**src/zpp_pkg.sv**
```systemverilog
`default_nettype none

package zpp_pkg;

    localparam int DEFAULT_PREVIEW_DEPTH = 256;
    localparam int IDX_W    = 8;
    localparam int CFG_A_W  = 3;
    localparam int CFG_D_W  = 32;
    localparam int SAT_BITS = 32;
    localparam int OPW      = 33;
    localparam int PROD_W   = 2 * OPW;
    localparam int ACC_W    = 64;
    localparam int UOP_W    = 4;

    localparam logic signed [ACC_W-1:0] SAT_MAX = (64'sd1 <<< (SAT_BITS - 1)) - 64'sd1;
    localparam logic signed [ACC_W-1:0] SAT_MIN = -SAT_MAX - 64'sd1;

    localparam logic [30:0]        RST_STEP_TIME  = 31'd524;
    localparam logic [30:0]        RST_HALF_T_SQ  = 31'd2;
    localparam logic [30:0]        RST_SIXTH_T_CU = 31'd0;
    localparam logic signed [31:0] RST_ZMP_COEF   = -32'sd4681;

    typedef enum logic [1:0] {
        OP_LOAD   = 2'd0,
        OP_SAMPLE = 2'd1,
        OP_CLEAR  = 2'd2,
        OP_RSVD   = 2'd3
    } op_t;

    typedef enum logic [CFG_A_W-1:0] {
        REG_GAIN_INTEGRAL = 3'd0,
        REG_GAIN_POS      = 3'd1,
        REG_GAIN_VEL      = 3'd2,
        REG_GAIN_ACC      = 3'd3,
        REG_STEP_TIME     = 3'd4,
        REG_HALF_T_SQ     = 3'd5,
        REG_SIXTH_T_CU    = 3'd6,
        REG_ZMP_COEF      = 3'd7
    } cfg_idx_t;

    typedef struct packed {
        logic [1:0]          op;
        logic [IDX_W-1:0]    index;
        logic signed [31:0]  gain_value;
        logic signed [31:0]  zmp_x;
        logic signed [31:0]  zmp_y;
        logic                last;
    } in_word_t;

    typedef struct packed {
        logic signed [31:0] pelvis_x;
        logic signed [31:0] pelvis_y;
        logic signed [31:0] velocity_x;
        logic signed [31:0] velocity_y;
    } out_word_t;

    // Control of the shared multiply-accumulate unit.
    typedef struct packed {
        logic mul_en;
        logic load;
        logic add_en;
        logic neg;
    } mac_ctrl_t;

    typedef enum logic [2:0] {
        BASE_NONE, BASE_PACC, BASE_S0, BASE_S1, BASE_S2
    } base_sel_t;

    typedef enum logic [2:0] {
        OPA_GI, OPA_GP, OPA_GV, OPA_GA, OPA_ST, OPA_HTS, OPA_STC, OPA_ZC
    } opa_sel_t;

    typedef enum logic [2:0] {
        OPB_E, OPB_S0, OPB_S1, OPB_S2, OPB_U
    } opb_sel_t;

    typedef enum logic [2:0] {
        STO_NONE, STO_U, STO_N2, STO_N1, STO_N0, STO_C
    } store_sel_t;

    typedef struct packed {
        base_sel_t  base;
        opa_sel_t   a;
        opb_sel_t   b;
        logic       neg;
        store_sel_t store;
    } uop_t;

    localparam logic [UOP_W-1:0] UOP_LAST = 4'd10;

    // Per-axis step program: feedback, then acc, vel, pos, then model ZMP.
    function automatic uop_t uop_rom(input logic [UOP_W-1:0] idx);
        uop_t r;
        r = '{BASE_NONE, OPA_GI, OPB_E, 1'b0, STO_NONE};
        unique case (idx)
            4'd0:    r = '{BASE_PACC, OPA_GI,  OPB_E,  1'b1, STO_NONE};
            4'd1:    r = '{BASE_NONE, OPA_GP,  OPB_S0, 1'b1, STO_NONE};
            4'd2:    r = '{BASE_NONE, OPA_GV,  OPB_S1, 1'b1, STO_NONE};
            4'd3:    r = '{BASE_NONE, OPA_GA,  OPB_S2, 1'b1, STO_U};
            4'd4:    r = '{BASE_S2,   OPA_ST,  OPB_U,  1'b0, STO_N2};
            4'd5:    r = '{BASE_S1,   OPA_ST,  OPB_S2, 1'b0, STO_NONE};
            4'd6:    r = '{BASE_NONE, OPA_HTS, OPB_U,  1'b0, STO_N1};
            4'd7:    r = '{BASE_S0,   OPA_ST,  OPB_S1, 1'b0, STO_NONE};
            4'd8:    r = '{BASE_NONE, OPA_HTS, OPB_S2, 1'b0, STO_NONE};
            4'd9:    r = '{BASE_NONE, OPA_STC, OPB_U,  1'b0, STO_N0};
            4'd10:   r = '{BASE_S0,   OPA_ZC,  OPB_S2, 1'b0, STO_C};
            default: r = '{BASE_NONE, OPA_GI,  OPB_E,  1'b0, STO_NONE};
        endcase
        return r;
    endfunction

    function automatic logic signed [31:0] sat32(input logic signed [ACC_W-1:0] v);
        logic signed [31:0] r;
        if (v > SAT_MAX) begin
            r = SAT_MAX[31:0];
        end else if (v < SAT_MIN) begin
            r = SAT_MIN[31:0];
        end else begin
            r = v[31:0];
        end
        return r;
    endfunction

    // Q32.32 to Q16.16, floor, then saturate.
    function automatic logic signed [31:0] q16(input logic signed [ACC_W-1:0] v);
        return sat32(v >>> 16);
    endfunction

endpackage

`default_nettype wire

```
**src/zpp_mac.sv**
```systemverilog
`default_nettype none

module zpp_mac
    import zpp_pkg::*;
(
    input  wire logic                     clk,
    input  wire mac_ctrl_t                ctrl,
    input  wire logic signed [OPW-1:0]    opa,
    input  wire logic signed [OPW-1:0]    opb,
    input  wire logic signed [ACC_W-1:0]  base,
    output logic signed [ACC_W-1:0]       sum
);

    logic signed [PROD_W-1:0] prod_reg;
    logic signed [ACC_W-1:0]  acc_reg;
    logic signed [PROD_W-1:0] term;
    logic signed [ACC_W+2:0]  wide;

    always_ff @(posedge clk)
    begin
        if (ctrl.mul_en)
        begin
            prod_reg <= opa * opb;
        end
        if (ctrl.load)
        begin
            acc_reg <= base;
        end else if (ctrl.add_en)
        begin
            acc_reg <= sum;
        end
    end

    // Saturate the sum at the 64-bit limits.
    always_comb
    begin
        term = ctrl.neg ? -prod_reg : prod_reg;
        wide = $signed({{3{acc_reg[ACC_W-1]}}, acc_reg}) + $signed({term[PROD_W-1], term});
        if (wide[ACC_W+2:ACC_W-1] != {4{wide[ACC_W+2]}})
        begin
            sum = wide[ACC_W+2] ? {1'b1, {(ACC_W-1){1'b0}}} : {1'b0, {(ACC_W-1){1'b1}}};
        end else
        begin
            sum = wide[ACC_W-1:0];
        end
    end

endmodule

`default_nettype wire

```
**config.mk**
```make
export PLATFORM = sky130hd
export DESIGN_NAME = zpp_mac
export DESIGN_NICKNAME = d
export VERILOG_FILES = /design/src/zpp_pkg.sv /design/src/zpp_mac.sv
export SDC_FILE = /design/constraint.sdc
export NUM_CORES = 2
export LEC_CHECK = 0
export BUFFER_PORTS_ARGS = -buffer_cell sky130_fd_sc_hd__buf_4
export CORE_MARGIN = 2
export CORE_UTILIZATION = 40
export CTS_BUF_LIST = sky130_fd_sc_hd__clkbuf_8
export DETAILED_ROUTE_END_ITERATION = 8
export GPL_TIMING_DRIVEN = 0
export MAX_ROUTING_LAYER = met4
export SLEW_MARGIN = 20
export SYNTH_ARGS = -nofsm -noshare
export SYNTH_HDL_FRONTEND = slang
export SYNTH_SLANG_ARGS = --single-unit
```
**constraint.sdc**
```tcl
create_clock -name clk -period 23.7 [get_ports clk]
set_clock_uncertainty 0.05 [all_clocks]
set_input_delay 1.185 -clock clk [delete_from_list [all_inputs] [get_ports clk]]
set_output_delay 1.185 -clock clk [all_outputs]
set_load 0.005 [all_outputs]
```
Word level (Yosys, flattened, before mapping):

Cells that the tools add are included.

* multiplexer cells: 5
* multipliers: 1
* reduce and logical (&&, ||, !) cells: 1
* eq/ne operators: 1
* $add $sub $neg: 2

Operators by type and width (count)
* $mux W64: 4
* $add A64 B66 Y67: 1
* $mul A33 B33 Y66: 1
* $mux W66: 1
* $neg A66 Y66: 1
* $ne A3 B3 Y1: 1
* $reduce_bool A2 Y1: 1

* logic and storage cells: 12
* input bits: 135
* output and inout port bits: 64
* register bits after elaboration: 130

Logic depth before layout (Yosys ltp):

* word-level depth: 7
* depth in mapped cells: 31
* depth with buffers taken out: 29

Worst setup path before layout:

OpenSTA, ideal clock, no wires.

* path type: input-to-reg
* start point: input opa[32]
* end point: register prod_reg[63], data pin
* path buffers: 1
* arrival: 8413 ps
* stages on the path: 25
* path slack: 14956 ps
* cells stage by stage: clkbuf_1 > nand2_1 > inv_1 > fa_1 > fa_1 > fa_1 > fa_1 > fa_1 > fa_1 > fa_1 > inv_1 > fa_1 > inv_1 > ha_1 > a21o_1 > a21o_1 > a21o_1 > nor4b_1 > o21ai_0 > o211ai_1 > a211oi_1 > o32ai_1 > o21ai_0 > nand4b_1 > o311ai_0

* cells in the longest elaborated chain, start to end: 1

RTL lines
* start, declared: line zpp_mac.sv:8 `input wire logic signed [OPW-1:0] opa,`
* $mul A33 B33 Y66: line zpp_mac.sv:23 `prod_reg <= opa * opb;`
* end signal, assigned: line zpp_mac.sv:23
* end, declared: line zpp_mac.sv:14 `logic signed [PROD_W-1:0] prod_reg;`

Every way passes these cells.
A chain may end at the register's enable or synchronous reset.

Final worst setup path:

* start point: input opb[32]
* end point: register prod_reg[63], data pin

* cells in the longest elaborated chain, start to end: 1

RTL lines
* start, declared: line zpp_mac.sv:9 `input wire logic signed [OPW-1:0] opb,`
* $mul A33 B33 Y66: line zpp_mac.sv:23

Every way passes these cells.

==> results_dict.tcl <==
set metrics [dict create \
    hold_buffers 0 \
    wl_um 187000 \
    yosys-top-cells-area "fa_1 (46%), inv_1 (9.1%), edfxtp_1 (7.9%)" \
    die_area_sq_um 127000 \
    area_growth_pct 8.27 \
    place_hpwl_um 157000 \
    drive_above_1_share_pct 5.28 \
    synth_cells 5378 \
    outcome "finished, final reports clean" \
    path_buf_inv 6 \
    core_area_sq_um 123000 \
    min_period_ns 10.47 \
    setup_viol 0 \
    grt_antenna_before_repair 18 \
    slowest_delay_ns 0.94 \
    finalWeightedCongestion 1.04 \
    synth_fp_nets 6943 \
    cts_tree "yes" \
    crit_type "primary input to flop" \
    cp_data_arrival_time_ns 10.66 \
    nets 7162 \
    synth_top_cell_area_share_pct 46.3 \
    placedCellCount 7214 \
    cts_buffers 17 \
    die_w_um 356 \
    synth_top_cell_by_area "fa_1" \
    grt_max_degree 67 \
    grt_pass1_vias 40448 \
    setup_slack_ns 13.23 \
    netlist_area_sq_um 49500 \
    grt-ovfl-total 0 \
    grtUsageTotal_pct 30.6 \
    htree_num_levels 4 \
    grt_pass1_wl_um 272000 \
    synth_seq_cells 130 \
    cts_resized 0 \
    tightestPinTransition_ns 1.30 \
    routedWlPerCell_um 25.8 \
    crit_path_frequent_cell "fa_1" \
    synth-edff-count 130 \
    drtIter0Drc 3954 \
    critPathMaxFanout 10 \
    avgSynthCellArea_sq_um 9.21 \
    cts_setup_buffers 0 \
    synthFlopType "edfxtp_1" \
    synth-compound-area-share_pct 8.41 \
    synth-xor-area-share_pct 3.51 \
    ant_nets 0 \
    drv_slew 0 \
    ys.warnings.count 0 \
    min_period_over_period_pct 44.2 \
    clock_sinks 130 \
    instances_no_fill 7262 \
    vias 39149 \
    synth_cell_types 83 \
    row_count 129 \
    ys_seq_area_share_pct 7.88 \
    largest_reg_flops 66 \
    cts.clk_slew.worst_paths_ns 0.08 \
    synth_top_family_by_area "adder cells" \
    fin_tns_setup_ns 0 \
    ios 199 \
    crit_family "adder cells" \
    fp.dieH_um 356 \
    required_ns 23.90 \
    ctsLongestPathBuffers 2 \
    cap_violations 0 \
    yosys.area_share.adder_pct 53.5 \
    n_fill_cell 12357 \
    synth_most_common_cell "inv_1" \
    cp_slowest_cell "clkbuf_1" \
    post-place-ws_ns 12.85 \
    synthSimpleGateAreaFrac_pct 15.3 \
    hold_violations 0 \
    root_buffer "clkbuf_8" \
    rsz0062_at_grt "no" \
    end_kind "flop" \
    hold_class "flop to flop" \
    crit_path_start_kind "primary input" \
    fmax_mhz 95.6 \
    clock_latency_ns 0.49 \
    synthMuxAreaShare_pct 0.0429 \
    initial_utilization_pct 40.2 \
    synth_common_cells "inv_1 (1,202), fa_1 (1,146), nand2_1 (619)" \
    area.sequential_sq_um 3900 \
    multi_input_area_sq_um 40000 \
    slew_headroom_pct 13.5 \
    drcViolationCount 0 \
    port_buffers 197 \
    dr.pass1.iters 6 \
    viasPerCell 5.39 \
    async_flop_share_pct 0 \
]
## layout by cell type (no fill, tap or decap), drive strengths merged, types with 19 or more instances in the layout
cell	instances
nand3	32
a21oi	144
nor3	24
o311ai	28
or2	21
o31ai	27
fa	1146
edfxtp	130
inv	1205
ha	284
o21ai	153
nand2	619
xnor2	149
o21bai	28
xor2	48
a31oi	19
nor2	116
a311oi	22
clkbuf	291
a21o	70
nand2b	22
nand4	32
buf	216
and2	567
## metal layers
layer / part of all wire [%] / track usage, %
met5: 0 / -
met4: 4.4 / 11.4
met3: 11 / 8.48
met2: 43 / 44.9
met1: 41 / 40.3
## worst min-delay path, stage by stage (launching register included)
cell and delay [ns]:
edfxtp_1 0.33, ha_1 0.23, inv_1 0.07, a311oi_1 0.09
## per-stage QoR
step / instance area [sq um] / util (%) / hold WS, ns
after floorplan: 49500 / - / 0.752
after global placement: 53100 / 43.0 / 0.829
after detailed placement: 53100 / 43.1 / 0.816
after CTS: 53600 / 43.4 / 0.831
after global routing: 53600 / 43.5 / 0.873
final: 53600 / 43.5 / 0.833
## worst paths after layout
kind | startpoint | cells after the start | endpoint | slack [ns]
worst max-delay path | opb[32] | 26 | prod_reg[63] | 13.23
worst min-delay path | acc_reg[0] | 3 | acc_reg[0] | 0.83
worst max register to register | prod_reg[4] | 24 | acc_reg[22] | 15.95
worst min register to register | acc_reg[0] | 3 | acc_reg[0] | 0.83
## layout make-up
cell class | instances | area share [%]
flip-flops and latches | 130 | 7.28
plain buffers | 290 | 2.06
repair buffers | 200 | 2.89
clock buffers | 17 | 0.436
multi-input cells | 3755 | 74.6
diodes | 15 | 0.0700
inverters | 1203 | 8.42
well taps | 1637 | 3.82
clock inverters | 15 | 0.387
## logic make-up (layout without fill, tap and decap cells)
| group | Yosys count | count (layout) |
|---|---|---|
| adders and majority gates | 1430 | 1430 |
| buffers and inverters | 1493 | 1725 |
| and+or+nand+nor | 1501 | 1501 |
| xor gates and xnor gates | 197 | 197 |
| AOI/OAI and AO/OA | 625 | 625 |
| muxes | 2 | 2 |
| other | 0 | 15 |
| DFF | 130 | 130 |
Power is left out: the tool's default activity adds up to more than one toggle a clock period on the data nets, which glitch-free logic cannot reach.
